===== src/rtl/core/sig_pkg.sv =====
// sig_pkg: shared types and constants for the split information gain block.
// Payload structs, controller states, command and status groups.
// No dependencies.
`timescale 1ns / 1ps

package sig_pkg;

	localparam int HIST_W   = 40;
	localparam int FRAC_W   = 16;
	localparam int MAN_W    = 32;
	localparam int WEIGHT_W = 24;
	localparam int GAIN_W   = 24;
	localparam int LABEL_W  = 3;
	localparam int ACT_W    = 4;
	localparam int ONE_Q8   = 256;

	localparam logic [ACT_W-1:0] ACT_RESET = 4'd8;
	localparam logic REG_ACTIVE_SEL = 1'b0;

	localparam logic STATUS_VALID = 1'b0;
	localparam logic STATUS_EMPTY = 1'b1;

	typedef struct packed {
		logic [LABEL_W-1:0]  class_label;
		logic [WEIGHT_W-1:0] sample_weight;
		logic                goes_left;
		logic                last_sample;
	} sample_t;

	typedef struct packed {
		logic signed [GAIN_W-1:0] gain;
		logic                     status;
	} result_t;

	typedef enum logic [1:0] {H_WHOLE, H_LEFT, H_RIGHT} hist_sel_t;
	typedef enum logic [1:0] {MD_MUL, MD_MAC, MD_DIV} md_op_t;
	typedef enum logic [1:0] {MS_ENT, MS_WL, MS_WR} md_sel_t;

	typedef enum logic [4:0] {
		ST_IDLE, ST_SUM, ST_CHECK,
		ST_DEN_GO, ST_DEN_WAIT, ST_NUM_GO, ST_NUM_WAIT,
		ST_MUL_GO, ST_MUL_WAIT, ST_DIV_GO, ST_DIV_WAIT, ST_NEXT,
		ST_SHIFT, ST_WL_GO, ST_WL_WAIT, ST_WR_GO, ST_WR_WAIT,
		ST_WDIV_GO, ST_WDIV_WAIT, ST_EMIT
	} state_t;

	typedef struct packed {
		logic      accept;
		logic      sum_clr;
		logic      sum_add;
		hist_sel_t sel;
		logic      lg_go;
		logic      lg_den;
		logic      lden_store;
		logic      d_store;
		logic      md_go;
		md_op_t    md_op;
		md_sel_t   md_sel;
		logic      acc_add;
		logic      ent_store;
		logic      ab_load;
		logic      ab_shift;
		logic      emit;
	} cmd_t;

	typedef struct packed {
		logic lg_done;
		logic md_done;
		logic empty;
		logic ab_fits;
	} sts_t;

endpackage


===== src/rtl/core/sig_ctrl.sv =====
// sig_ctrl: scoring sequencer for the split information gain block.
// Walks labels and histograms, issues commands to sig_datapath.
// Depends on sig_pkg.
`timescale 1ns / 1ps

module sig_ctrl #(
	parameter int MAX_LABELS = 8
) (
	input  logic                 clk,
	input  logic                 arst_n,
	input  logic                 start,
	input  logic                 last,
	input  logic [((MAX_LABELS > 1) ? $clog2(MAX_LABELS) : 1)-1:0] nm1,
	input  sig_pkg::sts_t        sts,
	output sig_pkg::cmd_t        cmd,
	output logic [((MAX_LABELS > 1) ? $clog2(MAX_LABELS) : 1)-1:0] idx,
	output logic                 busy
);

	localparam int LW = (MAX_LABELS > 1) ? $clog2(MAX_LABELS) : 1;

	sig_pkg::state_t    state_q, state_d;
	sig_pkg::hist_sel_t sel_q, sel_d;
	logic [LW-1:0]      idx_q, idx_d;
	logic               idx_last;

	assign idx_last = (idx_q == nm1);

	always_ff @(posedge clk or negedge arst_n) begin
		if (!arst_n) begin
			state_q <= sig_pkg::ST_IDLE;
			sel_q   <= sig_pkg::H_WHOLE;
			idx_q   <= '0;
		end else begin
			state_q <= state_d;
			sel_q   <= sel_d;
			idx_q   <= idx_d;
		end
	end

	always_comb begin
		state_d = state_q;
		sel_d   = sel_q;
		idx_d   = idx_q;
		unique case (state_q)
			sig_pkg::ST_IDLE: begin
				idx_d = '0;
				if (start && last) begin
					state_d = sig_pkg::ST_SUM;
				end
			end
			sig_pkg::ST_SUM: begin
				idx_d = idx_q + 1'b1;
				if (idx_last) begin
					idx_d   = '0;
					state_d = sig_pkg::ST_CHECK;
				end
			end
			sig_pkg::ST_CHECK: begin
				sel_d   = sig_pkg::H_WHOLE;
				idx_d   = '0;
				state_d = sts.empty ? sig_pkg::ST_EMIT : sig_pkg::ST_DEN_GO;
			end
			sig_pkg::ST_DEN_GO:   state_d = sig_pkg::ST_DEN_WAIT;
			sig_pkg::ST_DEN_WAIT: if (sts.lg_done) state_d = sig_pkg::ST_NUM_GO;
			sig_pkg::ST_NUM_GO:   state_d = sig_pkg::ST_NUM_WAIT;
			sig_pkg::ST_NUM_WAIT: if (sts.lg_done) state_d = sig_pkg::ST_MUL_GO;
			sig_pkg::ST_MUL_GO:   state_d = sig_pkg::ST_MUL_WAIT;
			sig_pkg::ST_MUL_WAIT: if (sts.md_done) state_d = sig_pkg::ST_DIV_GO;
			sig_pkg::ST_DIV_GO:   state_d = sig_pkg::ST_DIV_WAIT;
			sig_pkg::ST_DIV_WAIT: if (sts.md_done) state_d = sig_pkg::ST_NEXT;
			sig_pkg::ST_NEXT: begin
				if (!idx_last) begin
					idx_d   = idx_q + 1'b1;
					state_d = sig_pkg::ST_NUM_GO;
				end else begin
					idx_d = '0;
					unique case (sel_q)
						sig_pkg::H_WHOLE: begin
							sel_d   = sig_pkg::H_LEFT;
							state_d = sig_pkg::ST_DEN_GO;
						end
						sig_pkg::H_LEFT: begin
							sel_d   = sig_pkg::H_RIGHT;
							state_d = sig_pkg::ST_DEN_GO;
						end
						default: begin
							state_d = sig_pkg::ST_SHIFT;
						end
					endcase
				end
			end
			sig_pkg::ST_SHIFT:     if (sts.ab_fits) state_d = sig_pkg::ST_WL_GO;
			sig_pkg::ST_WL_GO:     state_d = sig_pkg::ST_WL_WAIT;
			sig_pkg::ST_WL_WAIT:   if (sts.md_done) state_d = sig_pkg::ST_WR_GO;
			sig_pkg::ST_WR_GO:     state_d = sig_pkg::ST_WR_WAIT;
			sig_pkg::ST_WR_WAIT:   if (sts.md_done) state_d = sig_pkg::ST_WDIV_GO;
			sig_pkg::ST_WDIV_GO:   state_d = sig_pkg::ST_WDIV_WAIT;
			sig_pkg::ST_WDIV_WAIT: if (sts.md_done) state_d = sig_pkg::ST_EMIT;
			sig_pkg::ST_EMIT:      state_d = sig_pkg::ST_IDLE;
			default:               state_d = sig_pkg::ST_IDLE;
		endcase
	end

	always_comb begin
		cmd        = '0;
		cmd.sel    = sel_q;
		cmd.md_op  = sig_pkg::MD_MUL;
		cmd.md_sel = sig_pkg::MS_ENT;
		unique case (state_q)
			sig_pkg::ST_IDLE: begin
				cmd.accept  = start;
				cmd.sum_clr = 1'b1;
			end
			sig_pkg::ST_SUM:   cmd.sum_add = 1'b1;
			sig_pkg::ST_CHECK: cmd.ab_load = 1'b1;
			sig_pkg::ST_DEN_GO: begin
				cmd.lg_go  = 1'b1;
				cmd.lg_den = 1'b1;
			end
			sig_pkg::ST_DEN_WAIT: begin
				cmd.lg_den     = 1'b1;
				cmd.lden_store = sts.lg_done;
			end
			sig_pkg::ST_NUM_GO:   cmd.lg_go = 1'b1;
			sig_pkg::ST_NUM_WAIT: cmd.d_store = sts.lg_done;
			sig_pkg::ST_MUL_GO:   cmd.md_go = 1'b1;
			sig_pkg::ST_DIV_GO: begin
				cmd.md_go = 1'b1;
				cmd.md_op = sig_pkg::MD_DIV;
			end
			sig_pkg::ST_DIV_WAIT: cmd.acc_add = sts.md_done;
			sig_pkg::ST_NEXT:     cmd.ent_store = idx_last;
			sig_pkg::ST_SHIFT:    cmd.ab_shift = !sts.ab_fits;
			sig_pkg::ST_WL_GO: begin
				cmd.md_go  = 1'b1;
				cmd.md_sel = sig_pkg::MS_WL;
			end
			sig_pkg::ST_WR_GO: begin
				cmd.md_go  = 1'b1;
				cmd.md_op  = sig_pkg::MD_MAC;
				cmd.md_sel = sig_pkg::MS_WR;
			end
			sig_pkg::ST_WDIV_GO: begin
				cmd.md_go  = 1'b1;
				cmd.md_op  = sig_pkg::MD_DIV;
				cmd.md_sel = sig_pkg::MS_WL;
			end
			sig_pkg::ST_EMIT: cmd.emit = 1'b1;
			default: cmd.sum_clr = 1'b0;
		endcase
	end

	assign idx  = idx_q;
	assign busy = (state_q != sig_pkg::ST_IDLE);

endmodule


===== config.mk =====
export PLATFORM = sky130hd
export DESIGN_NAME = sig_ctrl
export DESIGN_NICKNAME = d
export VERILOG_FILES = /design/src/rtl/core/sig_pkg.sv /design/src/rtl/core/sig_ctrl.sv
export SDC_FILE = /design/constraint.sdc
export NUM_CORES = 1
export LEC_CHECK = 0
export BUFFER_PORTS_ARGS = -buffer_cell sky130_fd_sc_hd__buf_2
export CAP_MARGIN = 20
export CORE_MARGIN = 1.5
export CORE_UTILIZATION = 47
export CTS_CLUSTER_DIAMETER = 80
export CTS_CLUSTER_SIZE = 25
export DETAILED_ROUTE_END_ITERATION = 12
export PLACE_DENSITY = 0.78
export SLEW_MARGIN = 20
export SYNTH_ARGS = -nofsm -noshare
export SYNTH_HDL_FRONTEND = slang
export SYNTH_SLANG_ARGS = --single-unit

===== constraint.sdc =====
create_clock -name clk -period 2.2 [get_ports clk]
set_input_delay 0.22 -clock clk [delete_from_list [all_inputs] [get_ports clk]]
set_output_delay 0.22 -clock clk [all_outputs]
set_load 0.01 [all_outputs]

## Word level (Yosys, flattened, before mapping)

Cells that the tools add are included.

- Flip-flop bits (word level): 10
- Input port bits: 11
- Output and inout port bits: 23
- Word-level logic and storage cells: 88

- Equal/unequal tests: 33
- Reduce and logical (&&, ||, !) cells: 17
- $add $sub $neg: 1
- Muxes and demuxes: 34

Operators by type and width:

| kind | count |
|---|---|
| one-hot mux 5 bit (19 select lines) | 1 |
| 2-to-1 mux 5 bit | 11 |
| == test 5 x 4 -> 1 bit, second input constant | 8 |
| != test 2 bit, second input constant | 11 |
| == test 5 x 3 -> 1 bit, second input constant | 4 |
| == test 5 bit, second input constant | 4 |
| one-hot mux 2 bit (2 select lines) | 4 |
| OR reduction 2 bit | 7 |
| 2-to-1 mux 1 bit | 13 |
| == test 5 x 2 -> 1 bit, second input constant | 2 |
| AND reduction 10 bit | 1 |
| 2-to-1 mux 4 bit | 2 |
| one-hot mux 3 bit (2 select lines) | 1 |
| == test 5 x 1 -> 1 bit, second input constant | 1 |
| zero test 5 bit | 1 |
| nonzero test 5 bit | 1 |
| OR reduction 5 bit | 1 |
| nonzero test 2 bit | 2 |
| adder 3 x 1 -> 3 bit, second input constant | 1 |
| == test 3 bit | 1 |
| 2-to-1 mux 3 bit | 1 |
| != test 3 bit, second input constant | 1 |
| AND reduction 3 bit | 1 |
| == test 2 x 1 -> 1 bit, second input constant | 1 |
| 4 further kinds | 4 |

## Depth between registers and ports, before layout

- Depth after elaboration: 5
- Gate-level depth with buffers: 6
- Depth with buffers taken out: 5

## Worst setup path before layout

No wires, ideal clock.

- Kind: flip-flop to flip-flop
- Start point: register state_q[3]
- End point: register state_q[0]
- Path buffers: 1
- Path slack: 0.527 ns
- Data required time: 2.079 ns
- Arrival time: 1.552 ns
- Setup time: 0.121 ns
- Cell stages (with the launch flop): 7
- Period minus slack after synthesis: 1.673 ns
- Cells stage by stage: dfrtp_1 -> buf_6 -> or2_1 -> or4_1 -> or4b_4 -> nor3_1 -> o22a_1

- Cells in the longest elaborated chain, start to end: 3
- Elaborated cells on any way between the ends: 31
- Classes of those cells: 28 x eq/ne; 1 x mux; 2 x reduce/logical

Ends and longest elaborated chain:

| what | line | text |
|---|---|---|
| from (decl) | sig_ctrl.sv:22 | `sig_pkg::state_t state_q, state_d;` |
| from (signal assigned) | sig_ctrl.sv:31 | `state_q <= sig_pkg::ST_IDLE;` |
| from (signal assigned) | sig_ctrl.sv:35 | `state_q <= state_d;` |
| == test 5 x 1 -> 1 bit (tied with other cells) | sig_ctrl.sv:45 | `unique case (state_q)` |
| != test 2 bit (no source line) | n/a |  |
| AND reduction 10 bit (no source line) | n/a |  |

Several ways; a longest one is shown, not always the timed one.
A chain may end at the register's enable or synchronous reset.

==> out/metrics.csv <==
stage,metric,value,unit
run_status,status,"finished, final reports clean",
power_and_ir_drop,power.density,1281,mW/mm²
place,numPortBuffers,33,
layout,syn2layout_area_growth,22.75,%
sta,fmax,0.5053,GHz
floorplan,dieArea,0.002103,mm²
sta,hold_viol,0,
routing,vias,960,
floorplan,ioPinCount,34,
sta,period_needed,1.979,ns
yosys,yosysWarningCount,0,
critical_path,worstSetupPathType,reg2out,
routing,drt-wirelength-per-cell,12.13,µm
grt,grt_first_pass_wirelength,3332,µm
yosys,synth_edf_count,0,
critical_path,path_max_fanout,10,
yosys,syn-num-nets,125,
clocking,clockBufferDepth,2,
place,dp_slack,0.2777,ns
floorplan,rows,15,
clocking,postCtsSetupBuffers,0,
sta,layout_setup_ws,0.2211,ns
clocking,htreeDepth,1,
yosys,yosysUniqueCellTypes,42,
yosys,ys_seq_area_share,28.99,%
routing,drt-total-wl,2075,µm
run,drv_cap,0,
critical_path,critPathRequiredTime,1.98,ns
layout,antenna_cells,0,
layout,multiInputGateArea,543.0,µm²
routing,postRouteAntennaNets,0,
sta,fin_setup_tns,0,ns
yosys,netlist.area_leader.share,28.99,%
clocking,numCtsBuffers,3,
yosys,synth.largest_area_cell,dfrtp_1,
yosys,syn_inst,113,
sta,slew_headroom,71.70,%
clocking,cts.sinks,10,
routing,firstDrtPassIters,4,
power_and_ir_drop,p_total,1357,µW
place,post-dp-hpwl,1659,µm
sta,rsz0062_at_grt,no,
power_and_ir_drop,ir_worst_vdd,0.6429,mV
yosys,avgSynthCellArea,7.640,µm²
sta,setup_viol,0,
clocking,clk_root_buffer_cell,clkbuf_4,
yosys,synth_flop_cell,dfrtp_1,
routing,vias_per_cell,5.614,
sta,finClkSkew,0.005114,ns
critical_path,end_kind,output port,
yosys,ys_ff_latch,10,
yosys,async_flop_share,100.0,%
sta,fin_crit_sh,89.95,%
clocking,insertion_delay,0.26,ns
layout,nets,160,
clocking,clkTransAtPathRegs,0.06,ns
sta,worst_pin_slew,0.4213,ns
critical_path,cp-start-kind,register,
routing,drc,0,
place,place_congestion,0.9067,
clocking,cts_tree,built,
layout,layout.cells.non_filler,171,
worst_hold_path,hold_path.class,in2async,
grt,grt_pass1_vias,804,
grt,grt_max_degree,16,
place,dpl.cell_count,167,
layout,utilization,61.38,%
floorplan,core-area,0.001727,mm²
power_and_ir_drop,p_leak,0.0005257,µW
floorplan,die_x,45.86,µm
grt,overflow,0,
critical_path,crit_arrival,1.76,ns
layout,regArea,250.2,µm²
yosys,synthTopCellsByArea,"dfrtp_1 29%, nor2_1 6.5%, nand2_1 6.1%, nor3_1 5.8%, xnor2_1 5.1%",
routing,drt-initial-drc-count,52,
floorplan,die-height,45.86,µm
yosys,syn_area,863.3,µm²
grt,track_usage,21.62,%
grt,grt_antenna_before_repair,0,
layout,nFillCells,168,
layout,drive_above_1_share,30.82,%
sta,slew_viol_final,0,
floorplan,start_util,50.00,%
[through the flow]
stage,hold WS [ns],cell area (µm²)
after floorplan,-0.07559,863.3
after global placement,0.09136,1027
after detailed placement,0.08759,1027
after CTS,0.3359,1060
after global routing,0.3646,1060
final,0.3382,1060
[per-layer routing]
metal	track usage (%)	up-vias	routed length [µm]	part of all wire, %
li1	-	468	-	-
met1	28.81	447	921	44
met2	33.61	43	989	48
met3	6.349	2	155	7.5
met4	6.286	0	8	0.39
met5	0	-	0	0
[layout make-up]
cell class	count	area share, %
tap	25	2.952
multi-input combinational	91	51.24
clock buffer	3	2.125
timing repair buffer	36	17.95
inverter	6	2.125
sequential	10	23.61
[worst max-delay path, cell delays in order (launching register included)]
cell     delay (ns)
dfrtp_1        0.50
buf_4          0.22
or2_1          0.24
nor2_1         0.21
nand2_1        0.15
inv_1          0.07
buf_2          0.12
[path summary, 6_finish.rpt]
check	start	endpoint	slack, ns	depth (start not counted)
min	arst_n	idx[1]	0.34	2
max	state_q[2]	cmd[2]	0.22	6
min in group clk	sts[1]	state_q[4]	0.36	4
max reg2reg	state_q[0]	state_q[0]	0.25	5
min reg2reg	sel_q[0]	sel_q[0]	0.51	1
max in group asynchronous	arst_n	sel_q[0]	1.68	2
[synth_stat cells, types with 2 or more instances]
cell      instances
nor2_1           15
nand2_1          14
dfrtp_1          10
nor3_1           10
a21oi_1           7
inv_1             5
xnor2_1           5
nand3_1           3
o21ai_1           3
a311oi_1          2
a31oi_1           2
and3_1            2
buf_6             2
mux2i_1           2
nand2b_1          2
o21ai_0           2
or2_1             2
[placed cells by master, fill, tap and decap left out, types with 2 or more instances in the layout]
| cell | count |
|---|---|
| mux2i_1 | 2 |
| buf_2 | 33 |
| and3_1 | 2 |
| nand2_1 | 14 |
| nand3_1 | 3 |
| a311oi_1 | 2 |
| buf_4 | 2 |
| dfrtp_1 | 10 |
| nor3_1 | 10 |
| o21ai_0 | 2 |
| xnor2_1 | 5 |
| nand2b_1 | 2 |
| a31oi_1 | 2 |
| nor2_1 | 15 |
| or2_1 | 2 |
| a21oi_1 | 7 |
| clkbuf_4 | 3 |
| inv_1 | 5 |
| o21ai_1 | 3 |
[sequential cells by signal, indices dropped and copies added, names as in the netlist]
| name | cells |
|---|---|
| idx | 3 |
| sel_q | 2 |
| state_q | 5 |
[timing repair]
action | 4_1_cts | 5_1_grt
resized for setup | 0 | 0
endpoints found under the hold margin | 10 | 0
hold buffers | 1 | 0
[where the power goes]
part           total [µW]  switching, µW  leakage [µW]  internal (µW)
combinational         860            488      0.000380            372
clock                 118           55.0     0.0000138           62.8
sequential            379            133      0.000132            246
total                1360            677      0.000526            681
[kinds of logic after synthesis]
kind of cell / after synthesis / share of synthesized area (%)
muxes: 3 / 3.623
AOI/OAI and AO/OA: 23 / 17.25
buffers and inverters: 12 / 8.115
and+or+nand+nor: 58 / 34.49
DFF: 10 / 28.99
xor gates and xnor gates: 6 / 6.087
adders and majority gates: 1 / 1.449
(Power assumes the default switching activity.)
